$ cat config.mk
export PLATFORM = sky130hd
export DESIGN_NAME = can_serial_frame_deframer
export DESIGN_NICKNAME = d
export VERILOG_FILES = /design/src/rtl/csfd_pkg.sv /design/src/rtl/csfd_parser.sv /design/src/rtl/can_serial_frame_deframer.sv
export SDC_FILE = /design/constraint.sdc
export NUM_CORES = 1
export LEC_CHECK = 0
export ABC_AREA = 1
export BUFFER_PORTS_ARGS = -buffer_cell sky130_fd_sc_hd__buf_4
export CORE_MARGIN = 5
export CORE_UTILIZATION = 54
export DETAILED_ROUTE_END_ITERATION = 6
export PLACE_DENSITY = 0.76
export RECOVER_POWER = 100
export SKIP_LAST_GASP = 1
export SYNTH_ARGS = -nofsm -noshare
export SYNTH_HDL_FRONTEND = slang
export SYNTH_HIERARCHICAL = 1
export SYNTH_SLANG_ARGS = --single-unit
$ cat constraint.sdc
create_clock -name clk -period 6.6 [get_ports clk]
set_input_delay 0.33 -clock clk [delete_from_list [all_inputs] [get_ports clk]]
set_output_delay 0.33 -clock clk [all_outputs]
set_load 0.01 [all_outputs]
$ cat src/rtl/csfd_pkg.sv
`timescale 1ns / 1ps

package csfd_pkg;

    localparam int BUFFER_BYTES_DEFAULT = 128;

    localparam int CFG_INDEX_W = 2;
    localparam logic [CFG_INDEX_W-1:0] CFG_START_BYTE       = 2'd0;
    localparam logic [CFG_INDEX_W-1:0] CFG_CONFIG_TYPE_BYTE = 2'd1;
    localparam logic [CFG_INDEX_W-1:0] CFG_CONFIG_LENGTH    = 2'd2;

    localparam logic [7:0] START_BYTE_RESET       = 8'd170;
    localparam logic [7:0] CONFIG_TYPE_BYTE_RESET = 8'd85;
    localparam logic [7:0] CONFIG_LENGTH_RESET    = 8'd20;

    localparam logic [1:0] TYPE_MARK     = 2'b11;
    localparam logic [3:0] DLC_MASK      = 4'hf;
    localparam logic [3:0] MAX_DATA_LEN  = 4'd8;
    localparam logic [2:0] STD_ID_BYTES  = 3'd2;
    localparam logic [2:0] EXT_ID_BYTES  = 3'd4;

    typedef struct packed {
        logic [28:0] frame_id;
        logic        is_extended;
        logic        is_rtr;
        logic [3:0]  length;
        logic [63:0] payload;
    } frame_t;

    function automatic logic [2:0] id_bytes(input logic [7:0] type_byte);
        return type_byte[5] ? EXT_ID_BYTES : STD_ID_BYTES;
    endfunction

endpackage

$ cat src/rtl/csfd_parser.sv
`timescale 1ns / 1ps

module csfd_parser #(
    parameter int BUFFER_BYTES = csfd_pkg::BUFFER_BYTES_DEFAULT
) (
    input  logic                             clk,
    input  logic                             rst_n,
    input  logic                             step,
    input  logic [7:0]                       rx_byte,
    input  logic                             byte_error,
    input  logic                             cfg_we,
    input  logic [csfd_pkg::CFG_INDEX_W-1:0] cfg_index,
    input  logic [7:0]                       cfg_data,
    output logic                             res_valid,
    output csfd_pkg::frame_t                 res
);
    import csfd_pkg::*;

    localparam int CNT_W = $clog2(BUFFER_BYTES + 1);
    localparam int CMP_W = (CNT_W > 8) ? CNT_W : 8;
    localparam logic [CNT_W-1:0] BUF_FULL = CNT_W'(BUFFER_BYTES);
    localparam logic [CNT_W-1:0] POS_START = CNT_W'(0);
    localparam logic [CNT_W-1:0] POS_TYPE = CNT_W'(1);

    logic [7:0]       start_reg;
    logic [7:0]       cfg_type_reg;
    logic [7:0]       cfg_len_reg;

    logic [CNT_W-1:0] count_reg, count_next;
    logic [4:0]       exp_reg, exp_next;
    logic [7:0]       type_reg, type_next;
    logic [31:0]      id_reg, id_next;
    logic [63:0]      pay_reg, pay_next;
    logic             skip_reg, skip_next;

    logic [CNT_W-1:0] cnt1;
    logic [CNT_W-1:0] hdr_end;
    logic [CNT_W-1:0] data_idx;
    logic [1:0]       id_idx;
    logic [3:0]       dlc;
    logic [2:0]       idn;

    assign cnt1     = count_reg + 1'b1;
    assign dlc      = type_reg[3:0] & DLC_MASK;
    assign idn      = id_bytes(type_reg);
    assign hdr_end  = CNT_W'(2) + CNT_W'(idn);
    assign data_idx = count_reg - hdr_end;
    assign id_idx   = 2'(count_reg - CNT_W'(2));

    always_comb
    begin
        count_next = count_reg;
        exp_next   = exp_reg;
        type_next  = type_reg;
        id_next    = id_reg;
        pay_next   = pay_reg;
        skip_next  = skip_reg;
        res_valid  = 1'b0;
        if (step)
        begin
            if (byte_error)
            begin
                skip_next = 1'b1;
            end
            else if (skip_reg)
            begin
                skip_next = 1'b0;
            end
            else if (count_reg >= BUF_FULL)
            begin
                count_next = '0;
                exp_next   = '0;
            end
            else if (count_reg == POS_START)
            begin
                count_next = (rx_byte == start_reg) ? cnt1 : '0;
            end
            else if (count_reg == POS_TYPE)
            begin
                type_next  = rx_byte;
                id_next    = '0;
                pay_next   = '0;
                exp_next   = '0;
                count_next = cnt1;
                if (rx_byte == cfg_type_reg)
                begin
                    if (CMP_W'(cnt1) >= CMP_W'(cfg_len_reg))
                    begin
                        count_next = '0;
                    end
                end
                else if (rx_byte[7:6] == TYPE_MARK)
                begin
                    exp_next = 5'(3) + 5'(id_bytes(rx_byte)) + 5'(rx_byte[3:0] & DLC_MASK);
                end
                else
                begin
                    count_next = '0;
                end
            end
            else if (exp_reg == '0)
            begin
                count_next = (CMP_W'(cnt1) >= CMP_W'(cfg_len_reg)) ? '0 : cnt1;
            end
            else
            begin
                if (count_reg < hdr_end)
                begin
                    id_next[8*id_idx +: 8] = rx_byte;
                end
                else if ((CMP_W'(data_idx) < CMP_W'(dlc)) &&
                         (CMP_W'(data_idx) < CMP_W'(MAX_DATA_LEN)))
                begin
                    pay_next[8*data_idx[2:0] +: 8] = rx_byte;
                end
                if (CMP_W'(cnt1) >= CMP_W'(exp_reg))
                begin
                    res_valid  = 1'b1;
                    count_next = '0;
                    exp_next   = '0;
                end
                else
                begin
                    count_next = cnt1;
                end
            end
        end
    end

    always_comb
    begin
        res.is_extended = type_reg[5];
        res.is_rtr      = type_reg[4];
        res.frame_id    = type_reg[5] ? id_reg[28:0] : {18'd0, id_reg[10:0]};
        res.length      = (dlc > MAX_DATA_LEN) ? MAX_DATA_LEN : dlc;
        res.payload     = type_reg[4] ? 64'd0 : pay_reg;
    end

    always_ff @(posedge clk or negedge rst_n)
    begin
        if (!rst_n)
        begin
            count_reg <= '0;
            exp_reg   <= '0;
            type_reg  <= '0;
            id_reg    <= '0;
            pay_reg   <= '0;
            skip_reg  <= 1'b0;
        end
        else
        begin
            count_reg <= count_next;
            exp_reg   <= exp_next;
            type_reg  <= type_next;
            id_reg    <= id_next;
            pay_reg   <= pay_next;
            skip_reg  <= skip_next;
        end
    end

    always_ff @(posedge clk or negedge rst_n)
    begin
        if (!rst_n)
        begin
            start_reg    <= START_BYTE_RESET;
            cfg_type_reg <= CONFIG_TYPE_BYTE_RESET;
            cfg_len_reg  <= CONFIG_LENGTH_RESET;
        end
        else if (cfg_we)
        begin
            case (cfg_index)
                CFG_START_BYTE:       start_reg    <= cfg_data;
                CFG_CONFIG_TYPE_BYTE: cfg_type_reg <= cfg_data;
                CFG_CONFIG_LENGTH:    cfg_len_reg  <= cfg_data;
                default:              ;
            endcase
        end
    end

endmodule

$ cat src/rtl/can_serial_frame_deframer.sv
`timescale 1ns / 1ps

// Serial CAN packet deframer. Bytes enter on the input channel (in_valid, in_ready,
// rx_byte, byte_error), one transaction per byte. Decoded frames leave on the output
// channel (out_valid, out_ready, frame_id, is_extended, is_rtr, length, payload),
// one transaction per completed data packet.
// A byte is taken in every cycle while in_ready is high. The frame is held in the
// output register from the cycle after the closing byte is accepted when that
// register is empty or drained; otherwise it waits in the second result register.
// A second result register behind the output register lets parsing continue while
// a finished frame waits; in_ready drops only when both registers hold frames,
// and rises again once the receiver takes a frame.
// The configuration port (cfg_we, cfg_index, cfg_data) writes the start byte, the
// configuration type byte or the configuration packet length, as chosen by cfg_index.
// Reset loads the default register values, clears the parser and empties both
// result registers.
module can_serial_frame_deframer #(
    parameter int BUFFER_BYTES = csfd_pkg::BUFFER_BYTES_DEFAULT
) (
    input  logic                             clk,
    input  logic                             rst_n,
    input  logic                             in_valid,
    output logic                             in_ready,
    input  logic [7:0]                       rx_byte,
    input  logic                             byte_error,
    output logic                             out_valid,
    input  logic                             out_ready,
    output logic [28:0]                      frame_id,
    output logic                             is_extended,
    output logic                             is_rtr,
    output logic [3:0]                       length,
    output logic [63:0]                      payload,
    input  logic                             cfg_we,
    input  logic [csfd_pkg::CFG_INDEX_W-1:0] cfg_index,
    input  logic [7:0]                       cfg_data
);
    import csfd_pkg::*;

    logic   step;
    logic   res_valid;
    frame_t res;

    frame_t out_reg;
    logic   out_valid_reg;
    frame_t skid_reg;
    logic   skid_valid_reg;
    logic   drain;

    assign in_ready = !skid_valid_reg;
    assign step     = in_valid && in_ready;
    assign drain    = out_valid_reg && out_ready;

    csfd_parser #(
        .BUFFER_BYTES(BUFFER_BYTES)
    ) u_parser (
        .clk       (clk),
        .rst_n     (rst_n),
        .step      (step),
        .rx_byte   (rx_byte),
        .byte_error(byte_error),
        .cfg_we    (cfg_we),
        .cfg_index (cfg_index),
        .cfg_data  (cfg_data),
        .res_valid (res_valid),
        .res       (res)
    );

    always_ff @(posedge clk or negedge rst_n)
    begin
        if (!rst_n)
        begin
            out_valid_reg  <= 1'b0;
            skid_valid_reg <= 1'b0;
        end
        else if (skid_valid_reg)
        begin
            if (drain)
            begin
                out_valid_reg  <= 1'b1;
                skid_valid_reg <= 1'b0;
            end
        end
        else if (!out_valid_reg || drain)
        begin
            out_valid_reg <= res_valid;
        end
        else if (res_valid)
        begin
            skid_valid_reg <= 1'b1;
        end
    end

    always_ff @(posedge clk)
    begin
        if (skid_valid_reg)
        begin
            if (drain)
            begin
                out_reg <= skid_reg;
            end
        end
        else if (!out_valid_reg || drain)
        begin
            if (res_valid)
            begin
                out_reg <= res;
            end
        end
        else if (res_valid)
        begin
            skid_reg <= res;
        end
    end

    assign out_valid   = out_valid_reg;
    assign frame_id    = out_reg.frame_id;
    assign is_extended = out_reg.is_extended;
    assign is_rtr      = out_reg.is_rtr;
    assign length      = out_reg.length;
    assign payload     = out_reg.payload;

endmodule
## Word-level counts from Yosys, hierarchy flattened

Index checks and enable logic that the tools add are counted.
W data, S select, Z words.

| operators by class | value |
|---|---|
| divide/modulo/power cells | 0 |
| reduce and logical (&&, ||, !) cells | 25 |
| muxes and demuxes | 50 |
| order comparisons | 7 |
| equality and inequality tests | 11 |
| bitwise logic cells | 6 |
| shift-type cells | 4 |
| $add $sub $neg | 8 |
| multiply operators | 0 |

Operator list:

| cell | count |
|---|---|
| $mux W99 | 4 |
| $mux W64 | 5 |
| $mux W32 | 3 |
| $mux W8 | 9 |
| $bwmux W64 | 1 |
| $shift A8 B34 Y64 const A | 1 |
| $shiftx A8 B34 Y64 | 1 |
| $mux W5 | 7 |
| $neg A5 Y34 | 1 |
| $neg A6 Y34 | 1 |
| $shift A8 B34 Y32 const A | 1 |
| $shiftx A8 B34 Y32 | 1 |
| $bwmux W32 | 1 |
| $mux W29 | 1 |
| $eq A8 B8 Y1 | 2 |
| $lt A8 B4 Y1 | 2 |
| $mux W1 | 16 |
| $reduce_and A6 Y1 | 2 |
| $reduce_and A3 Y1 | 3 |
| $add A2 B3 Y4 const A | 2 |
| $add A8 B1 Y8 const B | 1 |
| $eq A8 B1 Y1 const B | 1 |
| $ge A8 B5 Y1 | 1 |
| $ge A8 B8 Y1 | 1 |
| other kinds (24) | 43 |

| word-level totals | value |
|---|---|
| bits in writable memories | 0 |
| memories kept | 0 |
| input port bits | 24 |
| output and inout port bits | 101 |
| latch bits | 0 |
| memory bits (read-only) | 0 |
| flip-flop bits (word level) | 340 |

## Depth between registers and ports, before layout

| depth | value |
|---|---|
| depth after elaboration | 13 |
| depth in mapped cells | 18 |
| gate-level depth less buffers | 17 |

## By module

Netlist, hierarchy kept.

By module, submodules not included:

| module | area an instance (µm²) | cells an instance | instances |
|---|---|---|---|
| csfd_parser | 7757.4 | 1040 | 1 |
| can_serial_frame_deframer | 7308.3 | 537 | 1 |

## Worst setup path before layout

Ideal clock, no wire load.

| timing path | value |
|---|---|
| kind | register to register |
| start point | reg u_parser.count_reg[0] |
| end point | reg out_reg, in the netlist frame_id[0], enable pin |
| setup time | 0.558 ns |
| period minus slack after synthesis | 7.053 ns |
| stages on the path, launching flop included | 19 |
| setup slack | -0.453 ns |
| buffers on the path | 1 |
| data arrival time | 6.494 ns |
| data required time | 6.042 ns |
| path through | dfrtp_1 > buf_2 > clkinv_1 > ha_1 > ha_1 > nand2_1 > nand2_1 > nand2_1 > nand2_1 > nand2_1 > nand2_1 > nand2_1 > nand2_1 > nand3_1 > nor2_1 > inv_1 > nand2_1 > nand2_1 > nor2_1 |

| on the way | value |
|---|---|
| longest elaborated chain between the ends | 12 |
| elaborated cells on any way between the ends | 15 |
| those cells by class | 1 x add/sub; 2 x order compare; 1 x eq/ne; 8 x mux; 3 x reduce/logical |

Ends and longest elaborated chain:

| element | line | source |
|---|---|---|
| start: declaration | csfd_parser.sv:29 | `logic [CNT_W-1:0] count_reg, count_next;` |
| start signal: assignment | csfd_parser.sv:152 | `count_reg <= count_next;` |
| $add A8 B1 Y8 | csfd_parser.sv:43 | `assign cnt1 = count_reg + 1'b1;` |
| $ge A8 B5 Y1 | csfd_parser.sv:116 | `if (CMP_W'(cnt1) >= CMP_W'(exp_reg))` |
| $mux W1 | csfd_parser.sv:116 |  |
| $mux W1 | csfd_parser.sv:101 | `else if (exp_reg == '0)` |
| $mux W1 | csfd_parser.sv:78 | `else if (count_reg == POS_TYPE)` |
| $mux W1 | csfd_parser.sv:74 | `else if (count_reg == POS_START)` |
| $mux W1 * | csfd_parser.sv:69 | `else if (count_reg >= BUF_FULL)` |
| $mux W1 * | csfd_parser.sv:65 | `else if (skip_reg)` |
| $mux W1 * | csfd_parser.sv:61 | `if (byte_error)` |
| $mux W1 * | csfd_parser.sv:59 | `if (step)` |
| via res_valid | can_serial_frame_deframer.sv:40 | `logic res_valid;` |
| $reduce_bool A2 Y1 (no line) * | -- |  |
| $reduce_and A3 Y1 (no line) * | -- |  |
| end signal: assignment | can_serial_frame_deframer.sv:99 | `out_reg <= skid_reg;` |
| end signal: assignment | can_serial_frame_deframer.sv:106 | `out_reg <= res;` |
| end: declaration | can_serial_frame_deframer.sv:43 | `frame_t out_reg;` |

The timed path passes the listed nets; every way through them passes the cells marked *.
A chain may end at the register's enable or synchronous reset.

## Worst setup path in the final report

| timing path | value |
|---|---|
| start point | reg u_parser.count_reg[0] |
| end point | reg out_reg, in the netlist frame_id[2], enable pin |

The elaborated chain is that of the path after synthesis.

==> qor.yml <==
outcome:
  status: "finished, violations left"
  violations: "capacitance limit, slew limit"
global_routing:
  grt_util_all_layers_pct: 21.3
  grt_start_max_net_pins: 102
  overflow: 0
  grt_pass1_wl_mm: 53.8
  grt_pass1_vias: 10500
  antenna_found_initial: 0
logic_synthesis:
  ys_seq_area_share_pct: 62.6
  synth_top_area_share_pct: 39.5
  yosysTopAreaCell: "edfxtp_1"
  synth_area_leaders: "edfxtp_1 39%, dfrtp_1 21%, nand2_1 14%, inv_1 4.3%, nor2_1 3.8%"
  synth_edf_count: 198
  yosysWarnings: 6
  async_flop_share_pct: 41.2
  synth_flop_cell: "edfxtp_1"
  synthesis.nets: 1635
  postSynthCellCount: 1577
  ys_seq_elements: 337
  synth_area_per_cell_sq_um: 9.55
  syn_area_sq_mm: 0.0151
  ys_types: 37
pwr:
  ir_drop_v: 0.000191
  leakage_nw: 6.94
  p_per_area_mw_per_mm2: 326
setup_path:
  crit_type: "reg2reg"
  worstPathArrival_ns: 5.46
  max_stage_delay_ns: 1.25
  critPathCaptureType: "flop"
  critPathMaxFanout: 68
  start_kind: "flop"
  critPathSlowestCell: "nor2_2"
  crit_chain: "clkinv_1, ha_1, ha_1, nand2_1, nand2_1, nand2_1, nand2_1, nand2_1, nand2_1, nand2_1, nand2_1, nand3_1, nor2_1, inv_1, nand2_1, nand2_1, nor2_2, buf_12"
  critPathRequiredTime_ns: 6.77
  crit_top_cell: "nand2_1"
timing:
  fin_crit_sh_pct: 80.1
  tightest_slew_ns: 3.23
  max_slew_margin_pct: -115
  rsz0062_at_grt: "no"
  skew_ns: 0.0125
  final_max_slew_viol_count: 421
  finalHoldViolations: 0
  finalSetupViolCount: 0
  clock.fmax_ghz: 0.189
  whs_ns: 0.0951
  period_minus_slack_ns: 5.29
  tns_ns: 0
routing:
  drt-initial-drc-count: 910
  drt_wl_total_mm: 33.0
  drc_errors: 0
  drtPass1Iterations: 5
  drt-wirelength-per-cell_microns: 15.9
  vias: 10700
  ant_nets: 0
  routed_via_density: 5.15
floorplanning:
  die_y_microns: 177
  core_sq_mm: 0.0276
  num_io_pins: 125
  die_area_sq_mm: 0.0313
  start_util_pct: 54.5
  fp.dieW_microns: 177
  rows: 61
cells_and_area:
  nets: 1736
  final_common_cell: "nand2_1"
  syn2layout_area_growth_pct: 11.6
  largest_reg_flops: 99
  drive_above_1_share_pct: 5.23
  final_cell_mix: "547 x nand2_1, 198 x edfxtp_1, 171 x inv_1"
  antennaDiodeCount: 0
  num-fill-cells: 2404
cts:
  cts_sinks: 337
  cts_max_level: 2
  clock_path_buffers: 3
  clkLatencyLatePin_ns: 0.51
  clkTransAtPathRegs_ns: 0.06
  root_buffer: "clkbuf_16"
  numCtsBuffers: 35
  cts_tree: "yes"
  cts_resized: 0
place:
  routabilityCongestion: 0.944
  hpwlAfterDp_mm: 22.1
  portBuffers: 124
job:
  maxCapViolations: 6
worst_hold_path:
  hp-class: "in2reg"
## Yosys cell counts (3+ instances only)
master,count
a21oi_1,34
buf_2,20
buf_4,23
clkbuf_1,22
dfrtp_1,129
dfstp_2,10
edfxtp_1,198
ha_1,33
inv_1,171
nand2_1,542
nand2_2,6
nand3_1,51
nand4_1,13
nor2_1,154
nor2_4,4
nor3_1,9
o21a_1,3
o21ai_0,70
o21ai_1,37
o31ai_1,3
o41ai_1,6
xnor2_1,8
xor2_1,13
## layout make-up
type / count / area [sq um] / share of cell area (%)
Clock buffer: 49 / 928 / 5.52
Clock inverter: 13 / 134 / 0.797
Inverter: 175 / 657 / 3.91
Multi-Input combinational cell: 998 / 4560 / 27.1
Sequential cell: 337 / 9440 / 56.1
Tap cell: 378 / 473 / 2.81
Timing Repair Buffer: 131 / 623 / 3.71
## through the flow
step / setup slack, ns / instance area, sq um / std cells / util [%] / total power (W)
floorplan: 1.23 / 15100 / 1577 / - / 0.00340
global placement: 2.02 / 16200 / 2018 / 58.6 / 0.00367
detailed placement: 1.86 / 16200 / 2018 / 58.6 / 0.00369
CTS: 1.83 / 17300 / 2081 / 62.5 / 0.00553
global route: 0.786 / 16800 / 2081 / 60.8 / 0.00579
finish: 1.31 / 16800 / 2081 / 60.8 / 0.00548
## per-layer routing
layer / wire length (microns) / vias up / track usage, %
li1: - / 5249 / -
met1: 14500 / 5146 / 28.9
met5: 0 / - / 0
met3: 1740 / 56 / 4.08
met2: 16100 / 270 / 35.9
met4: 687 / 0 / 5.06
## repair_timing
| item | CTS | global route |
|---|---|---|
| hold buffers | 1 | 0 |
| setup buffers | 0 | 0 |
| hold endpoints to repair | 56 | 0 |
## kinds of logic after synthesis
kind of cell	count (synthesis)	synth area share (%)
simple gates	785	20.7
compound gates	156	5.61
xor+xnor	21	1.22
fa+ha+maj	34	2.87
mux	2	0.149
buf+inv	242	6.82
flops	337	62.6
## power breakdown
part	switching, W	internal [W]
Sequential	0.000157	0.00237
Clock	0.000776	0.00107
Combinational	0.000773	0.000340
## worst max-delay path, delay by kind of cell, from the launching register on
family	cells	cell delay, ns
buffers and inverters	3	1.02
adder cells (fa/ha/maj)	2	0.87
AND/OR/NAND/NOR	13	2.12
flip-flops	1	0.90
## path summary, 6_finish.rpt
check                                            from               endpoint  slack, ns  depth (start not counted)
worst max-delay path            u_parser/count_reg[0]            frame_id[2]       1.31                         18
worst min-delay path                       byte_error      u_parser/skip_reg        0.1                          3
worst max register to register  u_parser/count_reg[0]            frame_id[2]       1.31                         18
worst min register to register     u_parser/id_reg[9]           skid_reg[79]       0.48                          0
max in group asynchronous                       rst_n  u_parser/start_reg[4]       2.01                          3
min in group asynchronous                       rst_n   u_parser/pay_reg[61]       1.35                          2
(Power assumes the default switching activity.)
